**src/design/pidwg_pkg.sv**
```systemverilog
// Shared widths, register indexes and command codes of the PID controller.
package pidwg_pkg;

	localparam int DW      = 32;          // data word
	localparam int ERR_W   = DW + 1;      // exact difference of two data words
	localparam int GDK_W   = 46;          // |gain_d| * 10000
	localparam int AACC_W  = ERR_W + DW;  // product accumulator, 33 x 32
	localparam int DACC_W  = ERR_W + GDK_W;
	localparam int QB      = 51;          // quotient bits per division
	localparam int TOP_W   = DACC_W - QB;
	localparam int MUL_STEPS = ERR_W;
	localparam int CNT_W   = 6;
	localparam int IW      = 48;          // integral working width
	localparam int SUM_W   = 68;

	localparam logic [DW-1:0] USEC_PER_SEC = 32'd1000000;
	localparam logic [13:0]   D_SCALE      = 14'd10000;

	typedef enum logic [1:0] {
		CFG_GAIN_P,
		CFG_GAIN_I,
		CFG_GAIN_D,
		CFG_WINDUP
	} cfg_idx_t;

	typedef enum logic {
		CMD_UPDATE,
		CMD_CLEAR
	} cmd_t;

endpackage

```
**src/design/pidwg_in_if.sv**
```systemverilog
// Input channel of the PID controller: valid/ready with update or clear item.
interface pidwg_in_if import pidwg_pkg::*; ();
	logic                 valid;
	logic                 ready;
	logic                 cmd;
	logic signed [DW-1:0] target;
	logic signed [DW-1:0] measured;
	logic [DW-1:0]        now_us;

	modport source(output valid, cmd, target, measured, now_us, input ready);
	modport sink(input valid, cmd, target, measured, now_us, output ready);
endinterface

```
**src/design/pidwg_out_if.sv**
```systemverilog
// Output channel of the PID controller: valid/ready with the drive value.
interface pidwg_out_if import pidwg_pkg::*; ();
	logic                 valid;
	logic                 ready;
	logic signed [DW-1:0] drive;

	modport source(output valid, drive, input ready);
	modport sink(input valid, drive, output ready);
endinterface

```
**src/design/pid_with_windup_guard_top.sv**
```systemverilog
// PID controller with integral clamp, bit-serial multipliers and dividers.
//
//  channel  | dir | handshake      | payload
//  ---------+-----+----------------+-------------------------------------
//  in_ch    | in  | valid / ready  | cmd, target, measured, now_us
//  out_ch   | out | valid / ready  | drive
//  cfg      | in  | cfg_we         | cfg_idx, cfg_data
//
// Update item, from transfer to result in the output register:
// 33 shift-add steps (error*dt, gain_p*error, gain_d*10000*delta), one load,
// 51 restoring division steps (by 1e6 and by dt, one quotient bit each),
// one integral clamp, 33 shift-add steps for gain_i*integral, one final sum.
// Reset clears gains, limit and state, no sweep.
// The result waits in the output register; the next item is taken meanwhile.
module pid_with_windup_guard_top import pidwg_pkg::*; #(
	parameter int FRAC_BITS = 16
) (
	input  logic          clk,
	input  logic          arst_n,
	input  logic          cfg_we,
	input  logic [1:0]    cfg_idx,
	input  logic [DW-1:0] cfg_data,
	pidwg_in_if.sink      in_ch,
	pidwg_out_if.source   out_ch
);

	typedef enum logic [2:0] {
		ST_IDLE,
		ST_MUL,
		ST_DLOAD,
		ST_DIV,
		ST_INTEG,
		ST_MULI,
		ST_SUM
	} state_t;

	function automatic logic [DW-1:0] mag_dw(input logic [DW-1:0] v);
		mag_dw = v[DW-1] ? (~v + 1'b1) : v;
	endfunction

	function automatic logic [ERR_W-1:0] mag_err(input logic [ERR_W-1:0] v);
		mag_err = v[ERR_W-1] ? (~v + 1'b1) : v;
	endfunction

	// one restoring step: {quotient bit, next remainder}
	function automatic logic [DW:0] div_step(input logic [DW-1:0] r, input logic nb,
		input logic [DW-1:0] d);
		logic [DW:0] t;
		t = {r, nb};
		if (t >= {1'b0, d})
			div_step = {1'b1, DW'(t - {1'b0, d})};
		else
			div_step = {1'b0, t[DW-1:0]};
	endfunction

	// configuration
	logic signed [DW-1:0] gain_p_q, gain_i_q;
	logic                 gd_neg_q;
	logic [GDK_W-1:0]     gd_k_q;
	logic [DW-2:0]        windup_q;

	// architectural state
	logic [DW-1:0]        prev_time_q;
	logic signed [DW-1:0] integral_q, prev_meas_q;

	// control
	state_t               state_q;
	logic [CNT_W-1:0]     cnt_q;
	logic                 out_valid_q;
	logic signed [DW-1:0] drive_q;

	// datapath
	logic [DW-1:0]        dt_q;
	logic                 dt_zero_q, e_neg_q, p_neg_q, d_neg_q, i_neg_q;
	logic [ERR_W-1:0]     mr_e_q, mr_d_q;
	logic [AACC_W-1:0]    a_acc_q, p_acc_q;
	logic [DACC_W-1:0]    d_acc_q;
	logic [QB-1:0]        n1_q, n2_q;
	logic [DW-1:0]        r1_q, r2_q;
	logic                 ovf_q;

	logic [DW-1:0]        gd_mag, gp_mag, gi_mag, mcand_a, dt_w;
	logic [ERR_W-1:0]     err_w, diff_w;
	logic                 in_xfer, upd_xfer, clr_xfer, sum_load;
	logic [DACC_W-1:0]    d_shift;
	logic [TOP_W-1:0]     top2;
	logic [DW:0]          st1, st2;
	logic signed [IW-1:0] i_ext, inc_ext, i_sum, lim_pos, lim_neg;
	logic signed [DW-1:0] i_new;
	logic signed [AACC_W:0] p_sgn, i_sgn, pterm, iterm;
	logic [QB-1:0]        dmag;
	logic signed [QB+1:0] dterm;
	logic signed [SUM_W-1:0] sum_w;
	logic signed [DW-1:0] sat_w;

	assign gd_mag  = mag_dw(cfg_data);
	assign gp_mag  = mag_dw(gain_p_q);
	assign gi_mag  = mag_dw(gain_i_q);
	assign mcand_a = (state_q == ST_MULI) ? gi_mag : dt_q;

	assign in_ch.ready = (state_q == ST_IDLE);
	assign in_xfer  = in_ch.valid && in_ch.ready;
	assign upd_xfer = in_xfer && (in_ch.cmd == CMD_UPDATE);
	assign clr_xfer = in_xfer && (in_ch.cmd == CMD_CLEAR);

	assign err_w  = {in_ch.target[DW-1], in_ch.target}
		- {in_ch.measured[DW-1], in_ch.measured};
	assign diff_w = {in_ch.measured[DW-1], in_ch.measured}
		- {prev_meas_q[DW-1], prev_meas_q};
	assign dt_w   = in_ch.now_us - prev_time_q;

	assign d_shift = d_acc_q >> FRAC_BITS;
	assign top2    = d_shift[DACC_W-1:QB];
	assign st1     = div_step(r1_q, n1_q[QB-1], USEC_PER_SEC);
	assign st2     = div_step(r2_q, n2_q[QB-1], dt_q);

	// integral step and clamp
	always_comb begin
		i_ext   = IW'(integral_q);
		inc_ext = signed'(IW'(n1_q));
		i_sum   = e_neg_q ? (i_ext - inc_ext) : (i_ext + inc_ext);
		lim_pos = signed'(IW'(windup_q));
		lim_neg = -lim_pos;
		if (i_sum > lim_pos)
			i_new = DW'(lim_pos);
		else if (i_sum < lim_neg)
			i_new = DW'(lim_neg);
		else
			i_new = DW'(i_sum);
	end

	// final sum and saturation
	always_comb begin
		p_sgn = p_neg_q ? -signed'({1'b0, p_acc_q}) : signed'({1'b0, p_acc_q});
		i_sgn = i_neg_q ? -signed'({1'b0, a_acc_q}) : signed'({1'b0, a_acc_q});
		pterm = p_sgn >>> FRAC_BITS;
		iterm = i_sgn >>> FRAC_BITS;
		dmag  = ovf_q ? '1 : n2_q;
		if (dt_zero_q)
			dterm = '0;
		else if (d_neg_q)
			dterm = -signed'({2'b00, dmag});
		else
			dterm = signed'({2'b00, dmag});
		sum_w = SUM_W'(pterm) + SUM_W'(iterm) + SUM_W'(dterm);
		if (sum_w[SUM_W-1:DW-1] == '0 || sum_w[SUM_W-1:DW-1] == '1)
			sat_w = DW'(sum_w);
		else if (sum_w[SUM_W-1])
			sat_w = signed'({1'b1, {(DW-1){1'b0}}});
		else
			sat_w = signed'({1'b0, {(DW-1){1'b1}}});
	end

	assign sum_load = (state_q == ST_SUM) && (!out_valid_q || out_ch.ready);

	assign out_ch.valid = out_valid_q;
	assign out_ch.drive = drive_q;

	always_ff @(posedge clk or negedge arst_n) begin
		if (!arst_n) begin
			gain_p_q <= '0;
			gain_i_q <= '0;
			gd_neg_q <= 1'b0;
			gd_k_q   <= '0;
			windup_q <= '0;
		end else if (cfg_we) begin
			unique case (cfg_idx_t'(cfg_idx))
				CFG_GAIN_P: gain_p_q <= cfg_data;
				CFG_GAIN_I: gain_i_q <= cfg_data;
				CFG_GAIN_D: begin
					gd_neg_q <= cfg_data[DW-1];
					gd_k_q   <= GDK_W'({{(GDK_W-DW){1'b0}}, gd_mag}
						* {{(GDK_W-14){1'b0}}, D_SCALE});
				end
				CFG_WINDUP: windup_q <= cfg_data[DW-2:0];
			endcase
		end
	end

	always_ff @(posedge clk or negedge arst_n) begin
		if (!arst_n) begin
			state_q     <= ST_IDLE;
			cnt_q       <= '0;
			out_valid_q <= 1'b0;
			drive_q     <= '0;
			prev_time_q <= '0;
			integral_q  <= '0;
			prev_meas_q <= '0;
		end else begin
			if (sum_load)
				out_valid_q <= 1'b1;
			else if (out_ch.ready)
				out_valid_q <= 1'b0;
			unique case (state_q)
				ST_IDLE: begin
					if (clr_xfer) begin
						integral_q  <= '0;
						prev_time_q <= in_ch.now_us;
					end else if (upd_xfer) begin
						prev_time_q <= in_ch.now_us;
						prev_meas_q <= in_ch.measured;
						cnt_q       <= CNT_W'(MUL_STEPS - 1);
						state_q     <= ST_MUL;
					end
				end
				ST_MUL: begin
					if (cnt_q == '0)
						state_q <= ST_DLOAD;
					else
						cnt_q <= cnt_q - 1'b1;
				end
				ST_DLOAD: begin
					cnt_q   <= CNT_W'(QB - 1);
					state_q <= ST_DIV;
				end
				ST_DIV: begin
					if (cnt_q == '0)
						state_q <= ST_INTEG;
					else
						cnt_q <= cnt_q - 1'b1;
				end
				ST_INTEG: begin
					integral_q <= i_new;
					cnt_q      <= CNT_W'(MUL_STEPS - 1);
					state_q    <= ST_MULI;
				end
				ST_MULI: begin
					if (cnt_q == '0)
						state_q <= ST_SUM;
					else
						cnt_q <= cnt_q - 1'b1;
				end
				ST_SUM: begin
					// hold until the previous result has been taken
					if (sum_load) begin
						drive_q <= sat_w;
						state_q <= ST_IDLE;
					end
				end
				default: state_q <= ST_IDLE;
			endcase
		end
	end

	always_ff @(posedge clk) begin
		unique case (state_q)
			ST_IDLE: begin
				if (upd_xfer) begin
					dt_q      <= dt_w;
					dt_zero_q <= (dt_w == '0);
					e_neg_q   <= err_w[ERR_W-1];
					p_neg_q   <= err_w[ERR_W-1] ^ gain_p_q[DW-1];
					d_neg_q   <= diff_w[ERR_W-1] ^ gd_neg_q;
					mr_e_q    <= mag_err(err_w);
					mr_d_q    <= mag_err(diff_w);
					a_acc_q   <= '0;
					p_acc_q   <= '0;
					d_acc_q   <= '0;
				end
			end
			ST_MUL: begin
				a_acc_q <= {a_acc_q[AACC_W-2:0], 1'b0}
					+ (mr_e_q[ERR_W-1] ? AACC_W'(mcand_a) : '0);
				p_acc_q <= {p_acc_q[AACC_W-2:0], 1'b0}
					+ (mr_e_q[ERR_W-1] ? AACC_W'(gp_mag) : '0);
				d_acc_q <= {d_acc_q[DACC_W-2:0], 1'b0}
					+ (mr_d_q[ERR_W-1] ? DACC_W'(gd_k_q) : '0);
				mr_e_q  <= {mr_e_q[ERR_W-2:0], 1'b0};
				mr_d_q  <= {mr_d_q[ERR_W-2:0], 1'b0};
			end
			ST_DLOAD: begin
				n1_q  <= a_acc_q[QB-1:0];
				r1_q  <= DW'(a_acc_q[AACC_W-1:QB]);
				n2_q  <= d_shift[QB-1:0];
				r2_q  <= DW'(top2);
				// quotient too wide for the register: drive saturates anyway
				ovf_q <= (DW'(top2) >= dt_q);
			end
			ST_DIV: begin
				n1_q <= {n1_q[QB-2:0], st1[DW]};
				r1_q <= st1[DW-1:0];
				n2_q <= {n2_q[QB-2:0], st2[DW]};
				r2_q <= st2[DW-1:0];
			end
			ST_INTEG: begin
				mr_e_q  <= {1'b0, mag_dw(i_new)};
				i_neg_q <= i_new[DW-1] ^ gain_i_q[DW-1];
				a_acc_q <= '0;
			end
			ST_MULI: begin
				a_acc_q <= {a_acc_q[AACC_W-2:0], 1'b0}
					+ (mr_e_q[ERR_W-1] ? AACC_W'(mcand_a) : '0);
				mr_e_q  <= {mr_e_q[ERR_W-2:0], 1'b0};
			end
			ST_SUM: ;
			default: ;
		endcase
	end

endmodule

```
**src/flat_wrapper.sv**
```systemverilog
// flat-port wrapper written by rule: the top's interface ports become plain ports
module pid_with_windup_guard_top_flat import pidwg_pkg::*;
#(
	parameter int FRAC_BITS = 16
)
  (clk, arst_n, cfg_we, cfg_idx, cfg_data, in_ch_valid, in_ch_cmd, in_ch_target, in_ch_measured, in_ch_now_us, in_ch_ready, out_ch_valid, out_ch_drive, out_ch_ready);
  pidwg_in_if in_ch_i ();
  pidwg_out_if out_ch_i ();
  input  logic clk;
  input  logic arst_n;
  input  logic cfg_we;
  input  logic [1:0] cfg_idx;
  input  logic [DW-1:0] cfg_data;
  input wire logic [$bits(in_ch_i.valid)-1:0] in_ch_valid;
  input wire logic [$bits(in_ch_i.cmd)-1:0] in_ch_cmd;
  input wire logic [$bits(in_ch_i.target)-1:0] in_ch_target;
  input wire logic [$bits(in_ch_i.measured)-1:0] in_ch_measured;
  input wire logic [$bits(in_ch_i.now_us)-1:0] in_ch_now_us;
  output wire logic [$bits(in_ch_i.ready)-1:0] in_ch_ready;
  output wire logic [$bits(out_ch_i.valid)-1:0] out_ch_valid;
  output wire logic [$bits(out_ch_i.drive)-1:0] out_ch_drive;
  input wire logic [$bits(out_ch_i.ready)-1:0] out_ch_ready;
  assign in_ch_i.valid = in_ch_valid;
  assign in_ch_i.cmd = in_ch_cmd;
  assign in_ch_i.target = in_ch_target;
  assign in_ch_i.measured = in_ch_measured;
  assign in_ch_i.now_us = in_ch_now_us;
  assign in_ch_ready = in_ch_i.ready;
  assign out_ch_valid = out_ch_i.valid;
  assign out_ch_drive = out_ch_i.drive;
  assign out_ch_i.ready = out_ch_ready;
  pid_with_windup_guard_top #(.FRAC_BITS(FRAC_BITS)) u_core (.clk(clk), .arst_n(arst_n), .cfg_we(cfg_we), .cfg_idx(cfg_idx), .cfg_data(cfg_data), .in_ch(in_ch_i), .out_ch(out_ch_i));
endmodule
```
**config.mk**
```make
export PLATFORM = sky130hd
export DESIGN_NAME = pid_with_windup_guard_top_flat
export DESIGN_NICKNAME = d
export VERILOG_FILES = /design/src/design/pidwg_pkg.sv /design/src/design/pidwg_in_if.sv /design/src/design/pidwg_out_if.sv /design/src/design/pid_with_windup_guard_top.sv /design/src/flat_wrapper.sv
export SDC_FILE = /design/constraint.sdc
export NUM_CORES = 2
export LEC_CHECK = 0
export BUFFER_PORTS_ARGS = -buffer_cell sky130_fd_sc_hd__buf_2
export CORE_UTILIZATION = 57
export CTS_BUF_LIST = sky130_fd_sc_hd__clkbuf_8
export DETAILED_ROUTE_END_ITERATION = 10
export PLACE_DENSITY = 0.82
export SLEW_MARGIN = 10
export SYNTH_ARGS = -nofsm -noshare
export SYNTH_HDL_FRONTEND = slang
export SYNTH_SLANG_ARGS = --single-unit
```
**constraint.sdc**
```tcl
create_clock -name clk -period 14.3 [get_ports clk]
set_input_delay 1.43 -clock clk [delete_from_list [all_inputs] [get_ports clk]]
set_output_delay 1.43 -clock clk [all_outputs]
set_load 0.1 [all_outputs]
```
==> summary.md <==
| Metric | Value |
|---|---|
| CTS H-tree depth | 4 |
| Placed cell count | 9,075 |
| RSZ-0062 raised after global routing | false |
| CP top delay family | simple AND/OR/NAND/NOR gates |
| Vias in the first global route | 54,354 |
| Ys async rst share | 36.8% |
| Hpwl dp | 150,000 um |
| Die span in x | 345 um |
| Max transition margin | 14.9% |
| Max cap viols | 0 |
| Die area | 0.119 sq mm |
| Number of CTS-inserted buffers | 135 |
| Final setup violation count | 0 |
| Core ar. | 0.116 sq mm |
| Yosys reg bits | 751 |
| CP endpoint kind | register |
| Mapped Area | 0.0671 sq mm |
| Startpoint types | register |
| Drt pass-1 iters | 6 |
| CTS Buffer Depth | 3 |
| Resized cells post-CTS | 0 |
| Global route total overflow | 0 |
| R2r setup slk | 3.17 ns |
| Syn. warnings | 0 |
| DRT met1 WL | 81,600 um |
| NumNets Final | 8,518 |
| Post-CTS setup buffers | 0 |
| Top layer in use | met5 |
| Setup TNS | 0 ns |
| Reg2Reg Depth | 38 |
| Synth Net Count | 8,437 |
| Avg WL per Cell | 20.8 um |
| Syn_area_per_cell | 8.82 sq um |
| Initial Util | 57.6% |
| Total number of vias | 57,308 |
| Final hold violation count | 0 |
| Crit path kind | reg2reg |
| Die H | 345 um |
| Period utilization | 77.9% |
| Post-synth EDFFs | 475 |
| First-pass GRT wire length | 302,000 um |
| Syn Inst Count | 7,607 |
| Reg2Reg Launch Point | u_core.n1_q[9] |
| Min Tclk post-route | 11.13 ns |
| Fin cells | 9,328 |
| Global Route Usage Sum | 32.0% |
| GPL Wtd Cong | 1.02 |
| Layout area overhead | 7.37% |
| Status | complete, no violations |
| CTS Sinks | 751 |
| Slowest cell on the critical path | o311ai_2 |
| Worst skew pair latency | 0.91 ns |
| Largest net degree at the start of global routing | 110 |
| Iter 0 DRT Violations | 5,509 |
| Fin. max-slew vios | 0 |
| Met3 routed WL | 14,500 um |
| CP required | 14.92 ns |
| Fillers | 9,750 |
| Layout cells sized above 1 | 9.42% |
| Via-to-Cell Ratio | 6.14 |
| Worst Skew | 0.0508 ns |
| Worst path most repeated cell | nand2_1 |
| # hold bufs at CTS | 0 |
| Top FF cell, synth | edfxtp_1 |
| CTS tree | built |
| Sequential area share after synthesis | 31.6% |
| Worst Path Arrival | 11.75 ns |
| WL met2 | 88,600 um |
| Largest fanout on the critical path | 10 |
| Area used by multi-input combinational logic | 0.0424 sq mm |
| Reg2Reg Capture Point | u_core.mr_e_q[26] |
| Hold Startpoint | u_core.cnt_q[0] |
| Hold Crit Class | reg2reg |
| Io pins | 170 |
| Worst Max-Slew Pin Slew | 1.28 ns |
| Clock Pin Slew Worst Setup and Hold Paths | 0.06 ns |
| Clk root buf | clkbuf_8 |
| Post-DRT Antenna Nets | 0 |
| Max stage delay on crit path | 0.69 ns |
| Yosys cell types | 93 |
| Port Buffers | 169 |
| Buf+Inv Stages, Crit Path | 1 |
| Hold worst-path end | u_core.cnt_q[0] |
| FMAX | 0.0898 GHz |
| WHS Path Cells | 1 |
| Initial antenna violation count | 27 |
| Reg area | 0.0212 sq mm |
| Final wirelength | 194,000 um |
| DRC Markers | 0 |
| Core Rows | 125 |
==> cells by family (layout without fill, tap and decap cells) <==
| kind of cell | count (synthesis) | in the layout | synth area share, % |
|---|---|---|---|
| AOI/OAI and AO/OA | 1772 | 1772 | 16.5 |
| xor gates and xnor gates | 766 | 766 | 10.0 |
| adders and majority gates | 694 | 694 | 14.6 |
| buffers and inverters | 969 | 1158 | 5.43 |
| DFF | 751 | 751 | 31.6 |
| muxes | 258 | 258 | 4.23 |
| other | 0 | 8 | 0 |
| and+or+nand+nor | 2397 | 2397 | 17.7 |
==> area by class of cell <==
type | count | share of cell area, %
diodes | 8 | 0.0278
clock buffers | 152 | 2.91
clock inverters | 93 | 0.827
inverters | 689 | 3.60
multi-input cells | 5887 | 58.8
flip-flops and latches | 751 | 29.4
well taps | 1524 | 2.65
repair buffers | 224 | 1.76
==> worst max-delay path by stage <==
stage | slack [ns] | from | end | cells past startpoint
2_1_floorplan | 4.05 | u_core.n1_q[9] | u_core.mr_e_q[22] | 44
3_3_place_gp | 3.51 | u_core.n1_q[9] | u_core.mr_e_q[26] | 40
3_5_place_dp | 3.40 | u_core.n1_q[9] | u_core.mr_e_q[24] | 38
4_1_cts | 3.36 | u_core.n1_q[9] | u_core.mr_e_q[26] | 38
5_1_grt | 2.26 | u_core.n1_q[9] | u_core.mr_e_q[26] | 40
6_report | 3.17 | u_core.n1_q[9] | u_core.mr_e_q[26] | 38
==> sequential cells by signal (all words and copies together) (netlist names), 3 cells and up <==
name / flops
u_core.a_acc_q: 65
u_core.cnt_q: 6
u_core.d_acc_q: 75
u_core.dt_q: 32
u_core.gain_i_q: 32
u_core.gain_p_q: 32
u_core.gd_k_q: 42
u_core.integral_q: 32
u_core.mr_d_q: 33
u_core.mr_e_q: 33
u_core.n1_q: 51
u_core.n2_q: 51
u_core.out_ch.drive: 32
u_core.p_acc_q: 65
u_core.prev_meas_q: 32
u_core.prev_time_q: 32
u_core.r1_q: 32
u_core.r2_q: 32
u_core.state_q: 3
u_core.windup_q: 31
==> synthesized netlist by cell type, drive strengths merged (14+ instances only) <==
cell / instances / area share, %
nor2: 648 / 3.6
o21a: 62 / 0.69
o211a: 33 / 0.49
xnor2: 408 / 5.3
a31oi: 48 / 0.45
fa: 145 / 4.3
nand4: 71 / 0.66
nand3: 133 / 1.0
o22ai: 38 / 0.35
or3: 97 / 0.93
a211o: 17 / 0.22
nand2b: 123 / 1.2
o31ai: 79 / 0.88
o211ai: 16 / 0.18
dfrtp: 276 / 10
nand3b: 15 / 0.17
nor4: 71 / 0.72
o21bai: 50 / 0.56
a22oi: 21 / 0.24
nor2b: 85 / 0.80
a211oi: 46 / 0.51
or2: 42 / 0.39
a21oi: 468 / 3.5
buf: 27 / 0.16
o31a: 15 / 0.20
a21o: 149 / 1.7
o21ai: 548 / 4.1
a221o: 14 / 0.21
xor2: 358 / 4.7
and4: 19 / 0.25
or4: 54 / 0.66
mux2i: 56 / 0.84
inv: 688 / 3.9
nand2: 619 / 3.5
edfxtp: 475 / 21
a31o: 15 / 0.20
and2: 107 / 1.0
and3: 62 / 0.58
a21boi: 17 / 0.19
mux2: 202 / 3.4
nor3b: 37 / 0.42
o41ai: 25 / 0.35
clkbuf: 253 / 1.4
nor3: 175 / 1.3
ha: 549 / 10
==> cell usage in the layout (no fill, tap or decap), drive strengths merged, types with 19 or more instances in the layout <==
cell    synthesis  routed
a211oi         46      46
a21o          149     149
a21oi         468     468
a22oi          21      21
a31oi          48      48
and2          107     107
and3           62      62
and4           19      19
buf            27     224
clkbuf        253     152
clkinv          1      29
dfrtp         276     276
edfxtp        475     475
fa            145     145
ha            549     549
inv           688     745
mux2          202     202
mux2i          56      56
nand2         619     619
nand2b        123     123
nand3         133     133
nand4          71      71
nor2          648     648
nor2b          85      85
nor3          175     175
nor3b          37      37
nor4           71      71
o211a          33      33
o21a           62      62
o21ai         548     548
o21bai         50      50
o22ai          38      38
o31ai          79      79
o41ai          25      25
or2            42      42
or3            97      97
or4            54      54
xnor2         408     408
xor2          358     358
==> stage by stage <==
step	hold WS [ns]	setup slack, ns	utilization, %	area [sq um]
after floorplan	0.437	4.05	-	67100
after global placement	0.457	3.51	59.6	69300
after detailed placement	0.460	3.40	59.6	69300
after CTS	0.468	3.36	61.9	72000
after global routing	0.490	2.26	61.9	72000
final	0.469	3.17	61.9	72000
==> routing by layer <==
metal / GRT usage (%) / up-vias
met1: 42.4 / 27577
li1: - / 27052
met2: 51.2 / 2166
met3: 5.36 / 485
met4: 14.8 / 28
met5: 0 / -
Power is left out: the tool's default activity adds up to more than one toggle a clock period on the data nets, which glitch-free logic cannot reach.
